### src/hw/rtl/alsc_pkg.sv
package alsc_pkg;

    // default number of tokens on a well-formed line
    localparam int TOKENS_PER_LINE_DEF = 4;

    // token counter width, holds up to the saturation value
    localparam int CNT_W = 3;

    // mnemonic table
    localparam int MN_COUNT = 12;
    localparam int MN_CHARS = 4;

    localparam logic [7:0] MN_TEXT [0:MN_COUNT-1][0:MN_CHARS-1] = '{
        '{"N", "U", "L", "L"},
        '{"A", "D", "D", 8'h00},
        '{"S", "U", "B", 8'h00},
        '{"O", "R", 8'h00, 8'h00},
        '{"N", "O", "T", 8'h00},
        '{"A", "N", "D", 8'h00},
        '{"M", "U", "L", 8'h00},
        '{"D", "I", "V", 8'h00},
        '{"J", "E", 8'h00, 8'h00},
        '{"J", "G", 8'h00, 8'h00},
        '{"J", "L", 8'h00, 8'h00},
        '{"J", "M", "P", 8'h00}
    };

    localparam logic [2:0] MN_LEN [0:MN_COUNT-1] = '{
        3'd4, 3'd3, 3'd3, 3'd2, 3'd3, 3'd3, 3'd3, 3'd3, 3'd2, 3'd2, 3'd2, 3'd3
    };

    // special characters
    localparam logic [7:0] CHAR_NUL    = 8'h00;
    localparam logic [7:0] CHAR_SPACE  = 8'h20;
    localparam logic [7:0] CHAR_LBRACK = "[";
    localparam logic [7:0] CHAR_RBRACK = "]";

    // error codes
    localparam logic [1:0] ERR_NONE  = 2'd0;
    localparam logic [1:0] ERR_COUNT = 2'd1;
    localparam logic [1:0] ERR_MNEM  = 2'd2;
    localparam logic [1:0] ERR_OPER  = 2'd3;

    // one input transaction
    typedef struct packed {
        logic [7:0] char_byte;
        logic       end_of_line;
    } t_in_item;

    // one result transaction
    typedef struct packed {
        logic       line_valid;
        logic [1:0] error_kind;
        logic [2:0] tokens_seen;
    } t_out_item;

endpackage

### src/hw/rtl/alsc_line_state.sv
module alsc_line_state #(
    parameter int TOKENS_PER_LINE = alsc_pkg::TOKENS_PER_LINE_DEF
) (
    input  logic                i_clk,
    input  logic                i_rst_n,
    input  logic                i_step,
    input  alsc_pkg::t_in_item  i_item,
    output alsc_pkg::t_out_item o_verdict
);

    localparam logic [alsc_pkg::CNT_W-1:0] TOK_LAST = alsc_pkg::CNT_W'(TOKENS_PER_LINE);
    localparam logic [alsc_pkg::CNT_W-1:0] TOK_SAT  = alsc_pkg::CNT_W'(TOKENS_PER_LINE + 1);

    // number recognizer
    typedef enum logic [8:0] {
        NS_START  = 9'b000000001,
        NS_SIGNED = 9'b000000010,
        NS_ZERO   = 9'b000000100,
        NS_DEC    = 9'b000001000,
        NS_HEX0   = 9'b000010000,
        NS_HEX    = 9'b000100000,
        NS_BIN0   = 9'b001000000,
        NS_BIN    = 9'b010000000,
        NS_BAD    = 9'b100000000
    } t_num;

    // register operand recognizer
    typedef enum logic [3:0] {
        RT_IDLE = 4'b0001,
        RT_R    = 4'b0010,
        RT_OK   = 4'b0100,
        RT_BAD  = 4'b1000
    } t_reg;

    // bracket tracking
    typedef enum logic [2:0] {
        BR_PLAIN  = 3'b001,
        BR_OPEN   = 3'b010,
        BR_CLOSED = 3'b100
    } t_brk;

    function automatic logic is_dec(input logic [7:0] c);
        return (c >= "0") && (c <= "9");
    endfunction

    function automatic logic is_hex(input logic [7:0] c);
        return is_dec(c) || ((c >= "a") && (c <= "f")) || ((c >= "A") && (c <= "F"));
    endfunction

    function automatic t_num num_next(input t_num s, input logic [7:0] c);
        t_num r;
        r = NS_BAD;
        unique case (s)
            NS_START: begin
                if (c == "+" || c == "-") r = NS_SIGNED;
                else if (c == "0")        r = NS_ZERO;
                else if (is_dec(c))       r = NS_DEC;
            end
            NS_SIGNED: begin
                if (c == "0")       r = NS_ZERO;
                else if (is_dec(c)) r = NS_DEC;
            end
            NS_ZERO: begin
                if (c == "x" || c == "X")      r = NS_HEX0;
                else if (c == "b" || c == "B") r = NS_BIN0;
                else if (is_dec(c))            r = NS_DEC;
            end
            NS_DEC: begin
                if (is_dec(c)) r = NS_DEC;
            end
            NS_HEX0, NS_HEX: begin
                if (is_hex(c)) r = NS_HEX;
            end
            NS_BIN0, NS_BIN: begin
                if (c == "0" || c == "1") r = NS_BIN;
            end
            NS_BAD: r = NS_BAD;
            default: r = NS_BAD;
        endcase
        return r;
    endfunction

    logic [alsc_pkg::CNT_W-1:0]    r_cnt, n_cnt;
    logic                          r_inside, n_inside;
    logic [2:0]                    r_pos, n_pos;
    logic [alsc_pkg::MN_COUNT-1:0] r_hits, n_hits;
    t_reg                          r_rt, n_rt;
    t_num                          r_ns, n_ns;
    t_brk                          r_br, n_br;
    logic [1:0]                    r_flags, n_flags;
    logic                          r_ended, n_ended;

    logic                          mn_ok;
    logic                          op_ok;
    logic [alsc_pkg::CNT_W-1:0]    cl_cnt;
    logic [1:0]                    cl_flags;
    logic [2:0]                    b_pos;
    logic [alsc_pkg::MN_COUNT-1:0] b_hits;
    t_reg                          b_rt;
    t_num                          b_ns;
    t_brk                          b_br;
    logic [7:0]                    c;

    assign c = i_item.char_byte;

    // token close: check the finished token and count it
    always_comb begin
        mn_ok = 1'b0;
        for (int i = 0; i < alsc_pkg::MN_COUNT; i++) begin
            if (r_hits[i] && (alsc_pkg::MN_LEN[i] == r_pos)) mn_ok = 1'b1;
        end
        op_ok = (r_rt == RT_OK) ||
                (((r_br == BR_PLAIN) || (r_br == BR_CLOSED)) &&
                 ((r_ns == NS_ZERO) || (r_ns == NS_DEC) || (r_ns == NS_HEX) ||
                  (r_ns == NS_BIN)));
        cl_cnt   = r_cnt;
        cl_flags = r_flags;
        if (r_inside) begin
            if (r_cnt == '0) begin
                if (!mn_ok) cl_flags[0] = 1'b1;
            end else if (r_cnt < TOK_LAST) begin
                if (!op_ok) cl_flags[1] = 1'b1;
            end
            if (r_cnt < TOK_SAT) cl_cnt = r_cnt + 1'b1;
        end
    end

    // verdict from the state after the last close
    always_comb begin
        priority if (cl_cnt != TOK_LAST) o_verdict.error_kind = alsc_pkg::ERR_COUNT;
        else if (cl_flags[0])            o_verdict.error_kind = alsc_pkg::ERR_MNEM;
        else if (cl_flags[1])            o_verdict.error_kind = alsc_pkg::ERR_OPER;
        else                             o_verdict.error_kind = alsc_pkg::ERR_NONE;
        o_verdict.line_valid  = (o_verdict.error_kind == alsc_pkg::ERR_NONE);
        o_verdict.tokens_seen = cl_cnt;
    end

    // next state for one character
    always_comb begin
        // a character outside a token opens a fresh one
        b_pos  = r_inside ? r_pos  : 3'd0;
        b_hits = r_inside ? r_hits : '1;
        b_rt   = r_inside ? r_rt   : RT_IDLE;
        b_ns   = r_inside ? r_ns   : NS_START;
        b_br   = r_inside ? r_br   : BR_PLAIN;

        n_cnt    = r_cnt;
        n_inside = r_inside;
        n_pos    = r_pos;
        n_hits   = r_hits;
        n_rt     = r_rt;
        n_ns     = r_ns;
        n_br     = r_br;
        n_flags  = r_flags;
        n_ended  = r_ended;

        if (i_step) begin
            priority if (i_item.end_of_line) begin
                n_cnt    = '0;
                n_inside = 1'b0;
                n_pos    = 3'd0;
                n_hits   = '1;
                n_rt     = RT_IDLE;
                n_ns     = NS_START;
                n_br     = BR_PLAIN;
                n_flags  = 2'b00;
                n_ended  = 1'b0;
            end else if (r_ended) begin
                n_ended = 1'b1;
            end else if (c == alsc_pkg::CHAR_NUL || c == alsc_pkg::CHAR_SPACE) begin
                n_cnt    = cl_cnt;
                n_flags  = cl_flags;
                n_inside = 1'b0;
                if (c == alsc_pkg::CHAR_NUL) n_ended = 1'b1;
            end else begin
                n_inside = 1'b1;
                n_hits   = b_hits;
                n_rt     = b_rt;
                n_ns     = b_ns;
                n_br     = b_br;
                if (r_cnt == '0) begin
                    // narrow down the mnemonic candidates
                    for (int i = 0; i < alsc_pkg::MN_COUNT; i++) begin
                        if ((b_pos >= alsc_pkg::MN_LEN[i]) ||
                            (alsc_pkg::MN_TEXT[i][b_pos[1:0]] != c)) begin
                            n_hits[i] = 1'b0;
                        end
                    end
                end else begin
                    // register operand
                    unique case (b_rt)
                        RT_IDLE: n_rt = (c == "R") ? RT_R : RT_BAD;
                        RT_R:    n_rt = ((c >= "1") && (c <= "4")) ? RT_OK : RT_BAD;
                        RT_OK:   n_rt = RT_BAD;
                        RT_BAD:  n_rt = RT_BAD;
                        default: n_rt = RT_BAD;
                    endcase
                    // number, plain or in brackets
                    priority if ((b_pos == 3'd0) && (c == alsc_pkg::CHAR_LBRACK)) begin
                        n_br = BR_OPEN;
                    end else if (b_br == BR_PLAIN) begin
                        n_ns = num_next(b_ns, c);
                    end else if (b_br == BR_OPEN) begin
                        if (c == alsc_pkg::CHAR_RBRACK) n_br = BR_CLOSED;
                        else                            n_ns = num_next(b_ns, c);
                    end else begin
                        // text after a closing bracket spoils the number
                        n_ns = NS_BAD;
                        n_br = (c == alsc_pkg::CHAR_RBRACK) ? BR_CLOSED : BR_OPEN;
                    end
                end
                n_pos = (b_pos < 3'd7) ? b_pos + 3'd1 : b_pos;
            end
        end
    end

    // state registers
    always_ff @(posedge i_clk) begin
        if (!i_rst_n) begin
            r_cnt    <= '0;
            r_inside <= 1'b0;
            r_pos    <= 3'd0;
            r_hits   <= '1;
            r_rt     <= RT_IDLE;
            r_ns     <= NS_START;
            r_br     <= BR_PLAIN;
            r_flags  <= 2'b00;
            r_ended  <= 1'b0;
        end else begin
            r_cnt    <= n_cnt;
            r_inside <= n_inside;
            r_pos    <= n_pos;
            r_hits   <= n_hits;
            r_rt     <= n_rt;
            r_ns     <= n_ns;
            r_br     <= n_br;
            r_flags  <= n_flags;
            r_ended  <= n_ended;
        end
    end

endmodule

### src/hw/rtl/assembly_line_syntax_checker_top.sv
// channel   direction  handshake           payload
// input     in         i_valid / o_stall   i_data  (char_byte, end_of_line)
// result    out        o_valid / i_stall   o_data  (line_valid, error_kind, tokens_seen)
//
// one byte per cycle while o_stall is low; a transaction goes through the input
// register, then the per-character state update; an end-of-line verdict is held in
// the result register that drives o_data while later bytes keep flowing
// o_stall rises only when an end-of-line transaction meets a full, stalled result
// register; synchronous active-low reset clears the line state to an empty line
module assembly_line_syntax_checker_top #(
    parameter int TOKENS_PER_LINE = alsc_pkg::TOKENS_PER_LINE_DEF
) (
    input  logic                i_clk,
    input  logic                i_rst_n,
    input  logic                i_valid,
    output logic                o_stall,
    input  alsc_pkg::t_in_item  i_data,
    output logic                o_valid,
    input  logic                i_stall,
    output alsc_pkg::t_out_item o_data
);

    logic                r_in_valid;
    alsc_pkg::t_in_item  r_in;
    logic                r_out_valid;
    alsc_pkg::t_out_item r_out;
    logic                step;
    alsc_pkg::t_out_item verdict;

    // hold the input register only when a verdict has nowhere to go
    assign o_stall = r_in_valid && r_in.end_of_line && r_out_valid && i_stall;
    assign step    = r_in_valid && !o_stall;

    // input register
    always_ff @(posedge i_clk) begin
        if (!i_rst_n) begin
            r_in_valid <= 1'b0;
        end else if (!o_stall) begin
            r_in_valid <= i_valid;
        end
    end

    always_ff @(posedge i_clk) begin
        if (i_valid && !o_stall) begin
            r_in <= i_data;
        end
    end

    alsc_line_state #(
        .TOKENS_PER_LINE(TOKENS_PER_LINE)
    ) u_line_state (
        .i_clk     (i_clk),
        .i_rst_n   (i_rst_n),
        .i_step    (step),
        .i_item    (r_in),
        .o_verdict (verdict)
    );

    // result register
    always_ff @(posedge i_clk) begin
        if (!i_rst_n) begin
            r_out_valid <= 1'b0;
        end else if (step && r_in.end_of_line) begin
            r_out_valid <= 1'b1;
        end else if (!i_stall) begin
            r_out_valid <= 1'b0;
        end
    end

    always_ff @(posedge i_clk) begin
        if (step && r_in.end_of_line) begin
            r_out <= verdict;
        end
    end

    assign o_valid = r_out_valid;
    assign o_data  = r_out;

endmodule

### config.mk
export PLATFORM = sky130hd
export DESIGN_NAME = assembly_line_syntax_checker_top
export DESIGN_NICKNAME = d
export VERILOG_FILES = /design/src/hw/rtl/alsc_pkg.sv /design/src/hw/rtl/alsc_line_state.sv /design/src/hw/rtl/assembly_line_syntax_checker_top.sv
export SDC_FILE = /design/constraint.sdc
export NUM_CORES = 1
export LEC_CHECK = 0
export ABC_CLOCK_PERIOD_IN_PS = 2600
export BUFFER_PORTS_ARGS = -buffer_cell sky130_fd_sc_hd__buf_2
export CAP_MARGIN = 20
export CORE_MARGIN = 2
export CORE_UTILIZATION = 55
export CTS_CLUSTER_DIAMETER = 40
export DETAILED_ROUTE_END_ITERATION = 7
export PLACE_DENSITY = 0.83
export SYNTH_ARGS = -nofsm -noshare
export SYNTH_HDL_FRONTEND = slang
export SYNTH_SLANG_ARGS = --single-unit
### constraint.sdc
create_clock -name i_clk -period 2.6 [get_ports i_clk]
set_input_delay 0.39 -clock i_clk [delete_from_list [all_inputs] [get_ports i_clk]]
set_output_delay 0.39 -clock i_clk [all_outputs]
set_load 0.02 [all_outputs]
==> reports/results.tsv <==
metric	value	unit
# clock sinks	55	
CP endpoint	u_line_state.r_ns[6]	
WHS	0.237	ns
Slew Viols, Final	0	
DRT antenna net count	0	
TritonRoute pass-1 iters	5	
ratio of cells with drive above 1 in the final layout	13.9	%
fin crit period	2.40	ns
Reg area	1250	um^2
Hold Violations, Final	0	
# nets final	444	
Avg Cell Area, Syn	8.46	um^2
RSZ-0062 raised after global routing	false	
CP Class	reg -> reg	
most common cell after layout, fill and taps aside	nand2_1	
first-pass GRT wire length	14600	um
maximum vdd ir drop	0.000348	V
Num CTS Buffers	5	
io pins	21	
most frequent cells in the layout	nand2_1 (43), dfxtp_1 (40), nor2_1 (23)	
MaxCap Viol Count	0	
reg-to-reg endpoint	u_line_state.r_ns[6]	
power density over the cells	429	nW/um^2
post-synth net total	425	
area added between synthesis and finish	9.90	%
Die Span Y	82.9	um
Root Driver	clkbuf_8	
Least-Margin Pin Slew	0.993	ns
top_reg_cell synth	dfxtp_1	
Die ar.	6870	um^2
via count	3230	
setup bufs post-CTS	0	
vias in the first global route	3077	
headroom to the max-slew limit	33.5	%
number of flops mapped to enable cells by yosys	15	
CP Max Fanout	7	
multi-input logic area	2030	um^2
H-tree lvl count	2	
fin worst setup slack	0.201	ns
setup_tns	0	ns
clk_lat worst skew	0.32	ns
Worst EP required	2.86	ns
min-delay src	i_data[1]	
GPL Wtd Cong	0.913	
initial drt markers	304	
status	completed	
FF-to-FF Start	u_line_state.r_inside	
crit path launch type	flip-flop	
wire per inst	17.3	um
ant diodes	0	
Hold Crit Class	in -> reg	
Die Wd	82.9	um
Yosys reg bits	55	
reg2reg path depth	8	
gr usage total	25.1	%
final setup vio count	0	
gr ovfl total	0	
period utilization	92.3	%
worst slack at placement	0.214	ns
Residual DRC	0	
Netlist cell types	64	
Reg2Reg Setup Slack	0.20	ns
Filler Cell Count	503	
core area	5960	um^2
Ys Warns	0	
antenna violations before repair	0	
vias per inst	6.46	
# rows	28	
largest net degree at the start of global routing	36	
I/O Buffers	20	
WP data arrival	2.66	ns
Total Wirelength	8660	um
Initial Util	57.5	%
CTS tree	built	
CP Launch Point	u_line_state.r_inside	
skew final	0.0109	ns
synthesized area	3420	um^2
synthesized instance count	405	
Clock transition at path regs	0.11	ns
leakage	1.34	nW
FFs w/ async S/R, synth	0	%
sequential area share after synthesis	36.5	%
Max Root-Sink Buffers	2	
Detailed Place HPWL	6370	um
Post-CTS Hold Fix Bufs	0	
post-CTS sizing	0	
CP Capture Type	flip-flop	
fmax	417	MHz
[kinds of logic after synthesis]
family                   count (synthesis)  share of synthesized area [%]
AND/OR/NAND/NOR                        180                           29.2
AO/OA/AOI/OAI                           99                           20.7
adder cells (fa/ha/maj)                  7                           2.56
XOR/XNOR                                26                           6.65
flip-flops                              55                           36.5
buffers and inverters                   38                           4.38
[sequential cells by signal, indices dropped and copies added (netlist names), 2 cells and up]
signal and flops:
o_data 6, u_line_state.r_rt 4, r_in 9, u_line_state.r_hits 12, u_line_state.r_cnt 3, u_line_state.r_ns 9, u_line_state.r_br 3, u_line_state.r_flags 2
u_line_state.r_pos 3
[layer usage]
| metal | GRT usage, % | wire (um) | vias to the layer above |
|---|---|---|---|
| li1 | - | - | 1528 |
| met1 | 33.7 | 3780 | 1542 |
| met2 | 41.1 | 4120 | 137 |
| met3 | 3.98 | 546 | 23 |
| met4 | 8.79 | 211 | 0 |
| met5 | 0 | 0 | - |
[per-stage QoR]
stage	instances	power (mW)	utilization, %	instance area, um^2
2_1_floorplan	405	1.07	-	3430
3_3_place_gp	492	1.12	61.4	3660
3_5_place_dp	492	1.12	61.4	3660
4_1_cts	500	1.62	63.0	3750
5_1_grt	500	1.67	63.2	3760
6_report	500	1.62	63.2	3760
[Yosys cell counts, types with 10 or more instances]
library cell,number,area share (%)
nand2_1,43,4.7
dfxtp_1,40,23
nor2_1,23,2.5
a21oi_1,21,3.1
o21ai_0,19,2.8
clkbuf_1,18,2.0
edfxtp_1,15,13
nand3_1,15,2.2
nor3_1,14,2.0
xnor2_1,13,3.3
xor2_1,13,3.3
nor2b_1,12,2.2
nor4_1,12,2.2
o22ai_1,11,2.0
nand2b_1,10,1.8
[critical path: stages (launching register included)]
cell,delay (ns)
dfxtp_1,0.38
nand2_1,0.23
ha_1,0.21
and3b_1,0.21
a41oi_1,0.17
o211a_1,0.27
a2111oi_4,0.48
and3_1,0.25
a32o_1,0.15
[power breakdown]
group,internal [mW],switching (mW),leakage (nW),total [mW]
clock,0.200,0.304,0.0467,0.504
combinational,0.0718,0.113,0.831,0.184
sequential,0.903,0.0245,0.466,0.928
[worst min-delay path by stage]
stage | endpoint | slack [ns] | cells past startpoint
global route | r_in[7] | 0.23 | 1
CTS | r_in[1] | 0.24 | 1
finish | r_in[1] | 0.24 | 1
global placement | u_line_state.r_hits[3] | 0.48 | 2
floorplan | u_line_state.r_rt[2] | 0.45 | 2
detailed placement | u_line_state.r_hits[3] | 0.48 | 2
[final cells by class]
class,instances,area share (%)
inverters,10,0.997
flip-flops and latches,55,33.2
clock inverters,3,0.731
well taps,75,2.49
repair buffers,40,6.65
clock buffers,5,1.83
multi-input cells,312,54.1
(Power assumes the default switching activity.)
